**src/hdl/txp_pkg.sv**
```systemverilog
// shared types, constants and codes for the text palette to rgb555 parser
package txp_pkg;

  // number of palette lines expected in a file
  localparam int unsigned ColorCount = 16;

  // entry counter width: holds the color count and at least the 4-bit index
  localparam int unsigned EntryCntW =
    ($clog2(ColorCount + 1) > 4) ? $clog2(ColorCount + 1) : 4;

  // character codes
  localparam logic [7:0] CharZero  = 8'h30;
  localparam logic [7:0] CharCr    = 8'h0D;
  localparam logic [7:0] CharSpace = 8'h20;
  localparam logic [7:0] CharJ     = 8'h4A;
  localparam logic [7:0] CharA     = 8'h41;
  localparam logic [7:0] CharS     = 8'h53;

  // last header byte before the color count
  localparam logic [3:0] HeaderLast = 4'd15;

  // result status codes
  typedef enum logic [1:0] {
    STATUS_OK         = 2'd0,
    STATUS_BAD_HEADER = 2'd1,
    STATUS_BAD_COUNT  = 2'd2
  } status_e;

  // registered input transaction
  typedef struct packed {
    logic       valid;
    logic [7:0] in_byte;
    logic       first_byte;
  } item_t;

  // result of one input transaction
  typedef struct packed {
    logic        valid;
    logic [14:0] color_word;
    logic [3:0]  color_index;
    status_e     status;
    logic        final_item;
  } result_t;

endpackage

```
**src/hdl/txp_ifs.sv**
```systemverilog
// valid/ready channel interfaces for palette bytes and color words
interface txp_in_if;
  logic       valid;
  logic       ready;
  logic [7:0] in_byte;
  logic       first_byte;

  modport source (output valid, output in_byte, output first_byte, input ready);
  modport sink (input valid, input in_byte, input first_byte, output ready);
endinterface

interface txp_out_if;
  logic        valid;
  logic        ready;
  logic [14:0] color_word;
  logic [3:0]  color_index;
  logic [1:0]  status;
  logic        final_item;

  modport source (output valid, output color_word, output color_index,
                  output status, output final_item, input ready);
  modport sink (input valid, input color_word, input color_index,
                input status, input final_item, output ready);
endinterface

```
**src/hdl/txp_parse.sv**
```systemverilog
// byte parser state machine: header check, count, color components
module txp_parse (
  input  logic             clk_i,
  input  logic             rst_ni,
  input  txp_pkg::item_t   item_i,
  input  logic             advance_i,
  output txp_pkg::result_t result_o
);
  import txp_pkg::*;

  typedef enum logic [3:0] {
    PH_IDLE,
    PH_HEADER,
    PH_CNT_FIRST,
    PH_CNT_REST,
    PH_SKIP,
    PH_R_FIRST,
    PH_R_REST,
    PH_G_FIRST,
    PH_G_REST,
    PH_B_FIRST,
    PH_B_REST
  } phase_e;

  phase_e               phase_q, phase_d, phase_cur;
  logic [3:0]           hpos_q, hpos_d, hpos_cur;
  logic [31:0]          count_q, count_d;
  logic [7:0]           comp_q, comp_d;
  logic [4:0]           red_q, red_d;
  logic [4:0]           green_q, green_d;
  logic [EntryCntW-1:0] entry_q, entry_d;

  logic                 fire;
  logic [7:0]           b;
  logic [7:0]           digit_next;
  logic [31:0]          count_next;
  logic                 header_bad;
  logic                 entry_last;

  assign fire = item_i.valid & advance_i;
  assign b    = item_i.in_byte;

  // a first byte restarts at header byte zero
  assign phase_cur = item_i.first_byte ? PH_HEADER : phase_q;
  assign hpos_cur  = item_i.first_byte ? 4'd0 : hpos_q;

  // decimal accumulate, both wrapping
  assign digit_next = {comp_q[4:0], 3'b000} + {comp_q[6:0], 1'b0} + b - CharZero;
  assign count_next = {count_q[28:0], 3'b000} + {count_q[30:0], 1'b0}
                    + {24'd0, b} - {24'd0, CharZero};

  assign header_bad = ((hpos_cur == 4'd0) && (b != CharJ)) ||
                      ((hpos_cur == 4'd1) && (b != CharA)) ||
                      ((hpos_cur == 4'd2) && (b != CharS));

  assign entry_last = ({1'b0, entry_q} + 1'b1) >= (EntryCntW + 1)'(ColorCount);

  // next state and result
  always_comb begin
    phase_d  = phase_q;
    hpos_d   = hpos_q;
    count_d  = count_q;
    comp_d   = comp_q;
    red_d    = red_q;
    green_d  = green_q;
    entry_d  = entry_q;
    result_o = '{valid: 1'b0, color_word: 15'd0, color_index: 4'd0,
                 status: STATUS_OK, final_item: 1'b0};
    if (item_i.first_byte) begin
      phase_d = PH_HEADER;
      hpos_d  = 4'd0;
      count_d = 32'd0;
      comp_d  = 8'd0;
      red_d   = 5'd0;
      green_d = 5'd0;
      entry_d = '0;
    end
    unique case (phase_cur)
      PH_HEADER: begin
        if (header_bad) begin
          phase_d = PH_IDLE;
          result_o.valid      = 1'b1;
          result_o.status     = STATUS_BAD_HEADER;
          result_o.final_item = 1'b1;
        end else if (hpos_cur >= HeaderLast) begin
          hpos_d  = 4'd0;
          phase_d = PH_CNT_FIRST;
        end else begin
          hpos_d = hpos_cur + 4'd1;
        end
      end
      PH_CNT_FIRST: begin
        count_d = {24'd0, b} - {24'd0, CharZero};
        phase_d = PH_CNT_REST;
      end
      PH_CNT_REST: begin
        if (b == CharCr) begin
          if (count_q != 32'(ColorCount)) begin
            phase_d = PH_IDLE;
            result_o.valid      = 1'b1;
            result_o.status     = STATUS_BAD_COUNT;
            result_o.final_item = 1'b1;
          end else begin
            entry_d = '0;
            phase_d = PH_SKIP;
          end
        end else begin
          count_d = count_next;
        end
      end
      PH_SKIP: phase_d = PH_R_FIRST;
      PH_R_FIRST: begin
        comp_d  = b - CharZero;
        phase_d = PH_R_REST;
      end
      PH_G_FIRST: begin
        comp_d  = b - CharZero;
        phase_d = PH_G_REST;
      end
      PH_B_FIRST: begin
        comp_d  = b - CharZero;
        phase_d = PH_B_REST;
      end
      PH_R_REST: begin
        if (b == CharSpace) begin
          red_d   = comp_q[7:3];
          phase_d = PH_G_FIRST;
        end else begin
          comp_d = digit_next;
        end
      end
      PH_G_REST: begin
        if (b == CharSpace) begin
          green_d = comp_q[7:3];
          phase_d = PH_B_FIRST;
        end else begin
          comp_d = digit_next;
        end
      end
      PH_B_REST: begin
        if (b == CharCr) begin
          result_o.valid       = 1'b1;
          result_o.color_word  = {comp_q[7:3], green_q, red_q};
          result_o.color_index = entry_q[3:0];
          result_o.status      = STATUS_OK;
          result_o.final_item  = entry_last;
          if (entry_last) begin
            phase_d = PH_IDLE;
          end else begin
            entry_d = entry_q + 1'b1;
            phase_d = PH_SKIP;
          end
        end else begin
          comp_d = digit_next;
        end
      end
      default: phase_d = PH_IDLE;
    endcase
    result_o.valid = result_o.valid & fire;
  end

  // parser state, updated once per processed transaction
  always_ff @(posedge clk_i or negedge rst_ni) begin
    if (!rst_ni) begin
      phase_q <= PH_IDLE;
      hpos_q  <= 4'd0;
      count_q <= 32'd0;
      comp_q  <= 8'd0;
      red_q   <= 5'd0;
      green_q <= 5'd0;
      entry_q <= '0;
    end else if (fire) begin
      phase_q <= phase_d;
      hpos_q  <= hpos_d;
      count_q <= count_d;
      comp_q  <= comp_d;
      red_q   <= red_d;
      green_q <= green_d;
      entry_q <= entry_d;
    end
  end

endmodule

```
**src/hdl/txp_out_reg.sv**
```systemverilog
// result register driving the color word channel
module txp_out_reg (
  input  logic             clk_i,
  input  logic             rst_ni,
  input  txp_pkg::result_t result_i,
  output logic             advance_o,
  txp_out_if.source        out_o
);
  import txp_pkg::*;

  logic        valid_q;
  logic [14:0] word_q;
  logic [3:0]  index_q;
  status_e     status_q;
  logic        final_q;

  // register may load when empty or being drained
  assign advance_o = ~valid_q | out_o.ready;

  // valid flag
  always_ff @(posedge clk_i or negedge rst_ni) begin
    if (!rst_ni) begin
      valid_q <= 1'b0;
    end else if (advance_o) begin
      valid_q <= result_i.valid;
    end
  end

  // payload
  always_ff @(posedge clk_i) begin
    if (advance_o && result_i.valid) begin
      word_q   <= result_i.color_word;
      index_q  <= result_i.color_index;
      status_q <= result_i.status;
      final_q  <= result_i.final_item;
    end
  end

  assign out_o.valid       = valid_q;
  assign out_o.color_word  = word_q;
  assign out_o.color_index = index_q;
  assign out_o.status      = status_q;
  assign out_o.final_item  = final_q;

endmodule

```
**src/hdl/text_palette_to_rgb555.sv**
```systemverilog
// text palette to rgb555: input register, byte parser, result register
// a byte transaction passes through the input register and the
// combinational parser into the result register; throughput: one byte per
// cycle, set by the parser state update per byte; stalls only when the
// result register is full and not being taken; reset clears both valid
// flags and returns the parser to idle, waiting for a byte flagged as first
module text_palette_to_rgb555 (
  input  logic       clk_i,
  input  logic       rst_ni,
  txp_in_if.sink     in_i,
  txp_out_if.source  out_o
);
  import txp_pkg::*;

  logic    s1_valid_q;
  logic    [7:0] s1_byte_q;
  logic    s1_first_q;
  logic    advance;
  item_t   item;
  result_t result;

  assign in_i.ready = ~s1_valid_q | advance;

  // input register valid
  always_ff @(posedge clk_i or negedge rst_ni) begin
    if (!rst_ni) begin
      s1_valid_q <= 1'b0;
    end else if (in_i.ready) begin
      s1_valid_q <= in_i.valid;
    end
  end

  // input register payload
  always_ff @(posedge clk_i) begin
    if (in_i.ready && in_i.valid) begin
      s1_byte_q  <= in_i.in_byte;
      s1_first_q <= in_i.first_byte;
    end
  end

  assign item = '{valid: s1_valid_q, in_byte: s1_byte_q, first_byte: s1_first_q};

  txp_parse u_parse (
    .clk_i     (clk_i),
    .rst_ni    (rst_ni),
    .item_i    (item),
    .advance_i (advance),
    .result_o  (result)
  );

  txp_out_reg u_out (
    .clk_i     (clk_i),
    .rst_ni    (rst_ni),
    .result_i  (result),
    .advance_o (advance),
    .out_o     (out_o)
  );

  // error results carry a zero word and the final flag
  assert property (@(posedge clk_i) disable iff (!rst_ni)
    (out_o.valid && (out_o.status != STATUS_OK)) |->
      (out_o.color_word == 15'd0 && out_o.final_item))
    else $error("error result with nonzero word or without final flag");

  // a new result only follows a transaction held in the input register
  assert property (@(posedge clk_i) disable iff (!rst_ni)
    $rose(out_o.valid) |-> $past(s1_valid_q))
    else $error("result without a pending transaction");

  // an empty result register never blocks the input
  assert property (@(posedge clk_i) disable iff (!rst_ni)
    !out_o.valid |-> in_i.ready)
    else $error("input stalled with empty result register");

  // a final color carries the last palette index
  assert property (@(posedge clk_i) disable iff (!rst_ni)
    (out_o.valid && out_o.status == STATUS_OK && out_o.final_item) |->
      (out_o.color_index == 4'(ColorCount - 1)))
    else $error("final color with wrong index");

endmodule

```
**src/flat_wrapper.sv**
```systemverilog
// flat-port wrapper written by rule: the top's interface ports become plain ports
module text_palette_to_rgb555_flat import txp_pkg::*;
  (clk_i, rst_ni, in_i_valid, in_i_in_byte, in_i_first_byte, in_i_ready, out_o_valid, out_o_color_word, out_o_color_index, out_o_status, out_o_final_item, out_o_ready);
  txp_in_if in_i_i ();
  txp_out_if out_o_i ();
  input  logic clk_i;
  input  logic rst_ni;
  input wire logic [$bits(in_i_i.valid)-1:0] in_i_valid;
  input wire logic [$bits(in_i_i.in_byte)-1:0] in_i_in_byte;
  input wire logic [$bits(in_i_i.first_byte)-1:0] in_i_first_byte;
  output wire logic [$bits(in_i_i.ready)-1:0] in_i_ready;
  output wire logic [$bits(out_o_i.valid)-1:0] out_o_valid;
  output wire logic [$bits(out_o_i.color_word)-1:0] out_o_color_word;
  output wire logic [$bits(out_o_i.color_index)-1:0] out_o_color_index;
  output wire logic [$bits(out_o_i.status)-1:0] out_o_status;
  output wire logic [$bits(out_o_i.final_item)-1:0] out_o_final_item;
  input wire logic [$bits(out_o_i.ready)-1:0] out_o_ready;
  assign in_i_i.valid = in_i_valid;
  assign in_i_i.in_byte = in_i_in_byte;
  assign in_i_i.first_byte = in_i_first_byte;
  assign in_i_ready = in_i_i.ready;
  assign out_o_valid = out_o_i.valid;
  assign out_o_color_word = out_o_i.color_word;
  assign out_o_color_index = out_o_i.color_index;
  assign out_o_status = out_o_i.status;
  assign out_o_final_item = out_o_i.final_item;
  assign out_o_i.ready = out_o_ready;
  text_palette_to_rgb555 u_core (.clk_i(clk_i), .rst_ni(rst_ni), .in_i(in_i_i), .out_o(out_o_i));
endmodule
```
**config.mk**
```make
export PLATFORM = sky130hd
export DESIGN_NAME = text_palette_to_rgb555_flat
export DESIGN_NICKNAME = d
export VERILOG_FILES = /design/src/hdl/txp_pkg.sv /design/src/hdl/txp_ifs.sv /design/src/hdl/txp_parse.sv /design/src/hdl/txp_out_reg.sv /design/src/hdl/text_palette_to_rgb555.sv /design/src/flat_wrapper.sv
export SDC_FILE = /design/constraint.sdc
export NUM_CORES = 1
export LEC_CHECK = 0
export ABC_AREA = 0
export BUFFER_PORTS_ARGS = -buffer_cell sky130_fd_sc_hd__buf_2
export CORE_AREA = 2 2 165 167
export CTS_BUF_LIST = sky130_fd_sc_hd__clkbuf_8
export DETAILED_ROUTE_END_ITERATION = 12
export DIE_AREA = 0 0 167 169
export PLACE_DENSITY_LB_ADDON = 0.08
export REMOVE_ABC_BUFFERS = 1
export SYNTH_ARGS = -nofsm -noshare
export SYNTH_HDL_FRONTEND = slang
export SYNTH_SLANG_ARGS = --single-unit
```
**constraint.sdc**
```tcl
create_clock -name clk_i -period 4.24 [get_ports clk_i]
set_input_delay 0.848 -clock clk_i [delete_from_list [all_inputs] [get_ports clk_i]]
set_output_delay 0.848 -clock clk_i [all_outputs]
set_load 0.01 [all_outputs]
```
; ---- Word level (Yosys, flattened, before mapping)
; Index checks and enable logic that the tools add are counted.
[totals]
register_bits = 96
input_bits = 13
out_inout_bits = 24
word_cells = 105
[classes]
n_addsub = 11
n_lt_le_gt_ge = 2
n_eq_ne = 18
n_mux = 42
n_bitwise = 6
n_reduce_logical = 11
[ops]
columns = operator, n
row1 = $mux 32, 2
row2 = $pmux 32 s2, 1
row3 = $mux 5, 11
row4 = $mux 4, 11
row5 = $pmux 4 s10, 1
row6 = $add 32x32->32, 1
row7 = $add 32x8->32, 1
row8 = $ne 32x5->1 const B, 1
row9 = $sub 32x6->32 const B, 1
row10 = $mux 8, 3
row11 = $ne 8x7->1 const B, 3
row12 = $pmux 8 s3, 1
row13 = $mux 23, 1
row14 = $add 8x8->8, 2
row15 = $eq 4x3->1 const B, 4
row16 = $sub 8x6->8 const B, 2
row17 = $eq 4x2->1 const B, 3
row18 = $eq 4x4->1 const B, 3
row19 = $mux 3, 4
row20 = $pmux 5 s2, 1
row21 = $pmux 3 s3, 1
row22 = $sub 8x6->9 const B, 1
row23 = $eq 4x1->1 const B, 2
row24 = $eq 8x4->1 const B, 1
row25 = 18 further kinds, 28

; ---- Logic depth before layout (Yosys ltp)
; Gate-level depths: netlist of the first run.
[depth]
depth_word = 9
mapped_depth = 15
ltp_nobuf = 15

; ---- By module
; Synthesis of the first run repeated with hierarchy kept, for this count alone.
[unflattened]
cells_unflattened = 875
area_unflattened_um2 = 7770.0
[by_module_without_submodules]
columns = module, n_inst, cells_per_inst, area_each_um2, seq_area_each_um2
row1 = txp_parse, 1, 836, 6731.5, 1576.5
row2 = txp_out_reg, 1, 26, 714.4, 685.7
row3 = text_palette_to_rgb555, 1, 13, 324.1, 295.3

; ---- Worst setup path after synthesis of the first run
; OpenSTA, ideal clock, no wires.
[synth_timing]
path_type = register to register
startpoint = reg u_core.s1_byte_q[3]
endpoint = reg u_core.u_parse.count_q[17]
setup_time_ns = 0.130
arrival_time_ns = 3.454
required_ns = 4.110
slack_ns = 0.656
stages_incl_launch_ff = 16
n_path_buf = 0
path_cell_list = edfxtp_1 inv_1 fa_1 inv_1 ha_1 ha_1 fa_1 a211o_1 a211o_1 a21o_1 a21o_1 a21oi_2 o21ai_0 xnor2_1 o21ai_0 a21oi_1
[synth_between]
elab_chain_len = 4
word_cells_on_any_way = 6
classes_between = add/sub: 3 / eq/ne: 1 / mux: 2
[synth_rtl]
columns = item, line_no
row1 = "start, declared", text_palette_to_rgb555.sv:16  ; logic [7:0] s1_byte_q;
row2 = "start signal, assigned", text_palette_to_rgb555.sv:36  ; s1_byte_q <= in_i.in_byte;
row3 = $add 32x8->32, txp_parse.sv:50  ; + {24'd0, b} - {24'd0, CharZero};
row4 = $sub 32x6->32, txp_parse.sv:50
row5 = $mux 32, txp_parse.sv:97  ; if (b == CharCr) begin
row6 = $pmux 32 s2 (*), txp_parse.sv:78  ; unique case (phase_cur)
row7 = "end signal, assigned", txp_parse.sv:175  ; count_q <= count_d;
row8 = "end, declared", txp_parse.sv:27  ; logic [31:0] count_q, count_d;
; Mark *: on every way between the ends. The rest lies on a longest branch, timed or not.
; A chain may end at the register's enable or synchronous reset.

; ---- Worst setup path in the final report of the first run
[layout_timing]
startpoint = reg u_core.u_parse.count_q[0]
endpoint = reg u_core.u_parse.count_q[31]
[layout_between]
elab_chain_len = 5
[layout_rtl]
columns = item, line_no
row1 = $add 32x32->32, txp_parse.sv:49  ; assign count_next = {count_q[28:0], 3'b000} + {count_q[30:0], 1'b0}
row2 = $add 32x8->32, txp_parse.sv:50
row3 = $sub 32x6->32, txp_parse.sv:50
row4 = $mux 32, txp_parse.sv:97
row5 = $pmux 32 s2, txp_parse.sv:78
; No other way between the ends.

==> flow_metrics.tcl, run 1 <==
set metrics [dict create \
    setup_ws_ns 0.338 \
    nNetsFinal 1037 \
    p_leak_nw 3.99 \
    status "finished clean" \
    r2r_slack_ns 0.34 \
    peakVddDrop_v 0.000124 \
    hold_class "reg2reg" \
    syn_to_final_growth_pct 9.41 \
    fp.dieH_um 169 \
    syn_inst 882 \
    clk_path_buf_depth 2 \
    pre_cts_ws_ns 0.366 \
    synth_mux_area_frac 0.00400 \
    fp.dieW_um 167 \
    drive_gt1_frac 0.104 \
    route.vias.total 6263 \
    cts_resized 0 \
    final_common_cell "inv_1" \
    layout_common_cells "inv_1 (111), ha_1 (102), o21ai_0 (76), a21oi_1 (69), dfrtp_1 (65)" \
    synth-xor-area-share 0.0403 \
    cts.sinks 96 \
    worstSetupPathType "reg2reg" \
    clock_latency_ns 0.39 \
    io_buffers 36 \
    ys_ff_latch 96 \
    netlist_area_um2 7830 \
    synth_area_per_cell_um2 8.87 \
    slew_violations 0 \
    h-tree-depth 3 \
    cp_max_fo 4 \
    post_cts_buffers 0 \
    place_hpwl_mm 16.6 \
    synth-simple-area-share 0.139 \
    grt_pass1_vias 6254 \
    grt_use_total 0.159 \
    viasPerCell 4.98 \
    ios 37 \
    arrival_ns 4.17 \
    synthAdderAreaFrac 0.192 \
    hold_depth 1 \
    r2r_start "u_core.u_parse.count_q[0]" \
    synth-warning-count 0 \
    crit_path_end_kind "register" \
    antenna_found_initial 0 \
    cts_buffers 9 \
    grt_max_degree 66 \
    required_ns 4.51 \
    drt_iter0_drc 412 \
    synth_top_family_by_area "compound AO/OA/AOI/OAI gates" \
    synth_compound_area_frac 0.221 \
    clkSlewWorstSetupHoldPaths_ns 0.11 \
    synth-edff-count 31 \
    rsz0062_at_grt "no" \
    ctsHoldBuffers 0 \
    start_util 0.295 \
    max_cap_violations 0 \
    power_density_nw_per_um2 272 \
    synth_ff_type "dfrtp_1" \
    min_period_ns 3.90 \
    reg2reg_depth 15 \
    root_buffer "clkbuf_8" \
    max_freq_mhz 256 \
    cp-start-kind "register" \
    core.rowCount 60 \
    hp-start "u_core.u_parse.entry_q[3]" \
    setup_viol 0 \
    skew_ns 0.0184 \
    worst_slew_pin_slew_ns 0.910 \
    seq_area_frac_synth 0.327 \
    synthArstFlopShare 0.677 \
    hold_end "u_core.u_parse.entry_q[3]" \
    routedWlPerCell_um 17.3 \
    ant_nets 0 \
    fin_crit_sh 0.920 \
    dr.pass1.iters 5 \
    route.detailed.drc 0 \
    place_congestion 0.760 \
    num_antenna_cells 0 \
    gr-total-overflow 0 \
    finalWirelength_mm 21.8 \
    coreArea_um2 26500 \
    grt_pass1_wl_mm 35.5 \
    r2r-end "u_core.u_parse.count_q[31]" \
    hold-worst-slack_ns 0.495 \
    hold_viol_final 0 \
    synth.distinct_cells 75 \
    cts_tree "done" \
    dieArea_um2 28200 \
    relSlewSlack 0.394 \
]
[final cells by class]
type | instances | area, µm²
sequential | 96 | 2560
clock inverter | 6 | 31.3
timing repair buffer | 55 | 323
clock buffer | 10 | 138
inverter | 109 | 409
fill | 2820 | 17900
tap | 341 | 427
multi-input combinational | 640 | 4680
[sequential cells by signal, summed over array words and instances (netlist names)]
name,cells
u_core.u_parse.count_q,32
u_core.u_parse.red_q,5
u_core.u_out.out_o.color_word,15
u_core.s1_first_q,1
u_core.u_parse.phase_q,4
u_core.u_out.out_o.final_item,1
u_core.u_out.out_o.status,2
u_core.s1_byte_q,8
u_core.u_parse.hpos_q,4
u_core.u_parse.green_q,5
u_core.u_out.out_o.valid,1
u_core.u_parse.comp_q,8
u_core.u_out.out_o.color_index,4
u_core.u_parse.entry_q,5
u_core.s1_valid_q,1
[cell families (layout without fill, tap and decap cells)]
family                     Yosys count  in the layout
DFF                                 96             96
muxes                                3              3
AOI/OAI and AO/OA                  266            266
adders and majority gates          114            114
and+or+nand+nor                    221            221
buffers and inverters              146            180
xor gates and xnor gates            36             36
[worst max path at each step]
| stage | slack, ns | cells past startpoint | start | end |
|---|---|---|---|---|
| finish | 0.34 | 15 | u_core.u_parse.count_q[0] | u_core.u_parse.count_q[31] |
| global route | 0.07 | 15 | u_core.u_parse.count_q[0] | u_core.u_parse.count_q[31] |
| CTS | 0.35 | 15 | u_core.u_parse.count_q[0] | u_core.u_parse.count_q[17] |
| detailed placement | 0.37 | 15 | u_core.u_parse.count_q[0] | u_core.u_parse.count_q[29] |
| global placement | 0.39 | 15 | u_core.u_parse.count_q[0] | u_core.u_parse.count_q[29] |
| floorplan | -0.77 | 9 | u_core.s1_byte_q[4] | u_core.u_parse.count_q[27] |
[metrics by stage]
stage	utilization	std cells	setup TNS, ns	area, µm²	power (mW)
floorplan	-	845	-10.78	7640	1.58
global placement	0.317	1241	0	8400	1.79
detailed placement	0.317	1241	0	8400	1.79
CTS	0.323	1257	0	8560	2.36
global route	0.323	1257	0	8560	2.49
finish	0.323	1257	0	8560	2.33
[power breakdown]
part | leakage (nW) | internal, mW | total, mW | switching [mW]
combinational | 2.68 | 0.316 | 0.757 | 0.441
sequential | 1.21 | 0.981 | 1.00 | 0.0236
clock | 0.0979 | 0.224 | 0.567 | 0.343
total | 3.99 | 1.52 | 2.33 | 0.807
[synthesized netlist by cell type, types with 10 or more instances]
library cell / count / share of area
xnor2_1: 25 / 0.028
nor3_1: 10 / 0.0064
a22oi_1: 17 / 0.016
nor4_1: 15 / 0.012
ha_1: 102 / 0.16
dfrtp_1: 65 / 0.21
nand3_1: 12 / 0.0077
a22o_1: 14 / 0.016
a21oi_1: 70 / 0.045
o21ai_0: 76 / 0.049
fa_1: 11 / 0.028
clkbuf_1: 21 / 0.010
and2_1: 24 / 0.019
nor2_1: 54 / 0.026
xor2_1: 11 / 0.012
a21o_1: 21 / 0.020
edfxtp_1: 31 / 0.12
inv_1: 107 / 0.051
nand2_1: 62 / 0.030
[layer usage]
layer  track usage  routed length [µm]  share of wire  vias up
met2         0.259                9980           0.46       86
li1              -                   -              -     3171
met3        0.0140                 531          0.024       18
met1         0.226               11000           0.51     2988
met4        0.0405                 274          0.013        0
met5             0                   0              0        -
[worst max-delay path, cell delays in order, from the launching register on]
cell      delay (ns)
dfrtp_1         0.41
inv_1           0.10
fa_1            0.54
inv_1           0.04
ha_1            0.28
ha_1            0.24
fa_1            0.43
a211o_1         0.30
a211o_1         0.34
nand4b_1        0.14
nand4_1         0.20
a21oi_1         0.25
o31ai_1         0.12
xnor2_1         0.13
o21ai_0         0.18
a21oi_1         0.09
Power figures use the tool's default switching activity.
==> run 2: changes to the inputs <==
--- a/config.mk
+++ b/config.mk
@@ -11,6 +11,7 @@
 export CTS_BUF_LIST = sky130_fd_sc_hd__clkbuf_8
 export DETAILED_ROUTE_END_ITERATION = 12
 export DIE_AREA = 0 0 167 169
+export GPL_ROUTABILITY_DRIVEN = 0
 export PLACE_DENSITY_LB_ADDON = 0.08
 export REMOVE_ABC_BUFFERS = 1
 export SYNTH_ARGS = -nofsm -noshare
==> constraint.sdc (replaced) <==
create_clock -name clk_i -period 4.1 [get_ports clk_i]
set_input_delay 0.82 -clock clk_i [delete_from_list [all_inputs] [get_ports clk_i]]
set_output_delay 0.82 -clock clk_i [all_outputs]
set_load 0.01 [all_outputs]
==> flow_metrics.tcl, run 2 (synthesis gave the netlist of run 1 again) <==
set metrics [dict create \
    status "finished clean" \
    crit_path_end_kind "register" \
    slew_violations 0 \
    top_register "u_core.u_parse.count_q" \
    grt_pass1_vias 6341 \
    drive_gt1_frac 0.112 \
    cp-start-kind "register" \
    viasPerCell 4.97 \
    cts_buffers 9 \
    route.vias.total 6268 \
    skew_ns 0.0108 \
    core.rowCount 60 \
    fill_cells 2819 \
    num_antenna_cells 0 \
    hold-worst-slack_ns 0.496 \
    required_ns 4.36 \
    total_power_mw 2.56 \
    place_hpwl_mm 16.8 \
    post_cts_buffers 0 \
    rsz0062_at_grt "no" \
    route.detailed.drc 0 \
    routedWlPerCell_um 17.3 \
    max_cap_violations 0 \
    clk_path_buf_depth 2 \
    fin_crit_sh 0.947 \
    clock_latency_ns 0.38 \
    grt_pass1_wl_mm 35.7 \
    dieArea_um2 28200 \
    io_buffers 36 \
    hold_class "in2async" \
    hold_viol_final 0 \
    setup_ws_ns 0.216 \
    min_period_ns 3.88 \
    grt_use_total 0.160 \
    power_density_nw_per_um2 295 \
    setup_viol 0 \
    drt_iter0_drc 379 \
    h-tree-depth 3 \
    grt_max_degree 40 \
    cts_resized 0 \
    syn_to_final_growth_pct 10.7 \
    worstSetupPathType "reg2reg" \
    worst_slew_pin_slew_ns 0.875 \
    final_common_cell "inv_1" \
    cts.sinks 96 \
    root_buffer "clkbuf_8" \
    max_freq_mhz 257 \
    relSlewSlack 0.411 \
    ctsHoldBuffers 0 \
    dr.pass1.iters 6 \
    cts_tree "done" \
    ant_nets 0 \
    finalWirelength_mm 21.9 \
    coreArea_um2 26500 \
    nNetsFinal 1041 \
    pre_cts_ws_ns 0.239 \
    cp_max_fo 4 \
    arrival_ns 4.15 \
    clkSlewWorstSetupHoldPaths_ns 0.10 \
    antenna_found_initial 0 \
    gr-total-overflow 0 \
    largest_reg_flops 32 \
    layout_common_cells "inv_1 (107), ha_1 (102), o21ai_0 (76), a21oi_1 (69), dfrtp_1 (65)" \
    ios 37 \
    fp.dieH_um 169 \
    start_util 0.295 \
    peakVddDrop_v 0.000133 \
    fp.dieW_um 167 \
    p_leak_nw 4.02 \
]
-- run 2: cell types whose count changed in the layout (fill, tap and decap cells not counted), sizes merged --
cell / previous run / this run
buf: 55 / 59
bufinv: 0 / 2
clkinv: 1 / 3
inv: 113 / 109
-- run 2: per-layer routing --
| metal | global-route usage | share of wire |
|---|---|---|
| met1 | 0.226 | 0.50 |
| met2 | 0.263 | 0.46 |
| met3 | 0.0154 | 0.028 |
| met4 | 0.0420 | 0.015 |
| met5 | 0 | 0 |
-- run 2: area by class of cell --
| cell class | instances | area [µm²] | share of cell area |
|---|---|---|---|
| Tap cell | 341 | 427 | 0.0492 |
| Clock buffer | 10 | 138 | 0.0159 |
| Multi-Input combinational cell | 640 | 4680 | 0.540 |
| Sequential cell | 96 | 2560 | 0.295 |
| Timing Repair Buffer | 59 | 365 | 0.0422 |
| Clock inverter | 6 | 90.1 | 0.0104 |
| Inverter | 109 | 409 | 0.0472 |
-- run 2: path summary, 6_finish.rpt --
path,startpoint,to,depth (start not counted),slack (ns)
worst max register to register,u_core.u_parse.count_q[0],u_core.u_parse.count_q[29],15,0.22
worst max-delay path,u_core.u_parse.count_q[0],u_core.u_parse.count_q[29],15,0.22
max in group asynchronous,rst_ni,u_core.u_parse.count_q[31],2,2.90
worst min-delay path,rst_ni,u_core.u_parse.count_q[4],1,0.50
min in group clk_i,u_core.u_parse.count_q[4],u_core.u_parse.count_q[4],2,0.50
worst min register to register,u_core.u_parse.count_q[4],u_core.u_parse.count_q[4],2,0.50
-- run 2: worst max-delay path, cell delays in order, from the launching register on --
cell	delay, ns
dfrtp_1	0.41
inv_1	0.09
fa_1	0.54
inv_1	0.04
ha_1	0.28
ha_1	0.24
fa_1	0.42
a211o_1	0.30
a211o_1	0.36
nand4b_1	0.14
nand4_1	0.20
a21oi_1	0.25
nor2_1	0.09
xor2_1	0.15
o221ai_1	0.15
o21ai_0	0.10
-- run 2: per-stage QoR --
step / area (µm²) / utilization / setup TNS (ns) / cells
after floorplan: 7640 / - / -15.72 / 845
after global placement: 8440 / 0.318 / 0 / 1245
after detailed placement: 8440 / 0.318 / 0 / 1245
after CTS: 8670 / 0.327 / 0 / 1261
after global routing: 8670 / 0.327 / 0 / 1261
final: 8670 / 0.327 / 0 / 1261
-- run 2: power by group --
part,internal [mW],switching (mW)
clock,0.363,0.371
sequential,1.01,0.0254
combinational,0.329,0.458
total,1.71,0.854
==> run 3: changes to the inputs <==
--- a/config.mk
+++ b/config.mk
@@ -8,7 +8,7 @@
 export ABC_AREA = 0
 export BUFFER_PORTS_ARGS = -buffer_cell sky130_fd_sc_hd__buf_2
 export CORE_AREA = 2 2 165 167
-export CTS_BUF_LIST = sky130_fd_sc_hd__clkbuf_8
+export CTS_BUF_LIST = sky130_fd_sc_hd__clkbuf_16
 export DETAILED_ROUTE_END_ITERATION = 12
 export DIE_AREA = 0 0 167 169
 export GPL_ROUTABILITY_DRIVEN = 0
==> flow_metrics.tcl, run 3 (synthesis gave the netlist of run 1 again) <==
set metrics [dict create \
    pre_cts_ws_ns 0.239 \
    crit_buf_inv 2 \
    final_cells 1261 \
    route.detailed.drc 0 \
    fp.dieW_um 167 \
    setup_ws_ns 0.207 \
    multi_input_area_um2 4680 \
    hold_class "reg2reg" \
    crit_cells 15 \
    coreArea_um2 26500 \
    route.vias.total 6233 \
    cp-start-kind "register" \
    cts.sinks 96 \
    peakVddDrop_v 0.000185 \
    io_buffers 36 \
    max_cap_violations 0 \
    cp_cell_sequence "inv_1 -> fa_1 -> inv_1 -> ha_1 -> ha_1 -> fa_1 -> a211o_1 -> a211o_1 -> nand4b_1 -> nand4_1 -> a21oi_1 -> nor2_1 -> xor2_1 -> o221ai_1 -> o21ai_0" \
    layout_common_cells "inv_1 (107), ha_1 (102), o21ai_0 (76), a21oi_1 (69), dfrtp_1 (65)" \
    viasPerCell 4.94 \
    ctsHoldBuffers 0 \
    dieArea_um2 28200 \
    crit_path_end_kind "register" \
    start_util 0.295 \
    ios 37 \
    setup_viol 0 \
    slowest_delay_ns 0.54 \
    gr-total-overflow 0 \
    clkSlewWorstSetupHoldPaths_ns 0.07 \
    ant_nets 0 \
    r2r-end "u_core.u_parse.count_q[29]" \
    power_density_nw_per_um2 314 \
    cts_resized 0 \
    arrival_ns 4.12 \
    clk_path_buf_depth 2 \
    finalWirelength_mm 21.9 \
    max_freq_mhz 257 \
    crit_start "u_core.u_parse.count_q[0]" \
    reg2reg_depth 15 \
    core.rowCount 60 \
    post_cts_buffers 0 \
    worstSetupPathType "reg2reg" \
    rsz0062_at_grt "no" \
    worst_slew_pin_slew_ns 0.876 \
    top_register "u_core.u_parse.count_q" \
    cp_slowest_cell "fa_1" \
    num_antenna_cells 0 \
    fin_crit_sh 0.949 \
    hold_depth 2 \
    fill_cells 2809 \
    cts_buffers 9 \
    p_leak_nw 4.07 \
    grt_pass1_vias 6334 \
    antenna_found_initial 0 \
    routedWlPerCell_um 17.3 \
    relSlewSlack 0.411 \
    r2r_slack_ns 0.21 \
    nNetsFinal 1041 \
    root_buffer "clkbuf_16" \
    cts_tree "done" \
    register_area_um2 2560 \
    endpoint "u_core.u_parse.count_q[29]" \
    grt_use_total 0.160 \
    status "finished clean" \
    dr.pass1.iters 5 \
    drive_gt1_frac 0.111 \
    cp_max_fo 4 \
    min_period_ns 3.89 \
    syn_to_final_growth_pct 11.9 \
    grt_max_degree 40 \
    clock_latency_ns 0.35 \
    grt_pass1_wl_mm 35.6 \
    cp_top_family "adder cells" \
    slew_violations 0 \
    fp.dieH_um 169 \
    hold_viol_final 0 \
    required_ns 4.33 \
    largest_reg_flops 32 \
    final_common_cell "inv_1" \
    place_hpwl_mm 16.8 \
    place_inst 1245 \
    h-tree-depth 3 \
    drt_iter0_drc 405 \
    skew_ns 0.00752 \
    r2r_start "u_core.u_parse.count_q[0]" \
]
run 3: worst min path at each step:
stage,startpoint,to,slack [ns]
2_1_floorplan,u_core.u_parse.count_q[4],u_core.u_parse.count_q[4],0.45
6_report,u_core.u_parse.count_q[4],u_core.u_parse.count_q[4],0.49
3_5_place_dp,u_core.u_parse.red_q[3],u_core.u_parse.red_q[3],0.49
4_1_cts,u_core.u_parse.count_q[4],u_core.u_parse.count_q[4],0.50
3_3_place_gp,u_core.u_parse.count_q[4],u_core.u_parse.count_q[4],0.47
5_1_grt,u_core.u_parse.green_q[4],u_core.u_parse.green_q[4],0.52
run 3: worst min-delay path: cells and delay by family, from the launching register on:
family	cells	cell delay (ns)
compound gates	1	0.06
flops	1	0.35
simple gates	1	0.04
run 3: area by class of cell:
class	count	area share
well taps	341	0.0487
inverters	109	0.0467
flip-flops and latches	96	0.292
clock inverters	7	0.0107
repair buffers	59	0.0417
multi-input cells	640	0.534
clock buffers	9	0.0257
run 3: report_power, final:
group	internal, mW	switching [mW]
clock	0.535	0.388
sequential	1.02	0.0255
combinational	0.329	0.458
total	1.88	0.871
run 3: per-stage QoR:
stage | power [mW] | TNS, ns | util | hold WS [ns] | instance area (µm²)
after floorplan | 1.64 | -15.72 | - | 0.450 | 7640
after global placement | 1.85 | 0 | 0.318 | 0.474 | 8440
after detailed placement | 1.85 | 0 | 0.318 | 0.487 | 8440
after CTS | 2.79 | 0 | 0.330 | 0.503 | 8760
after global routing | 2.92 | 0 | 0.330 | 0.517 | 8760
final | 2.75 | 0 | 0.330 | 0.492 | 8760
run 3: per-layer routing:
metal | wire (µm) | vias up | global-route usage
met5 | 0 | - | 0
met4 | 290 | 0 | 0.0397
met3 | 583 | 20 | 0.0154
met2 | 10200 | 92 | 0.263
met1 | 10800 | 2943 | 0.226
li1 | - | 3178 | -
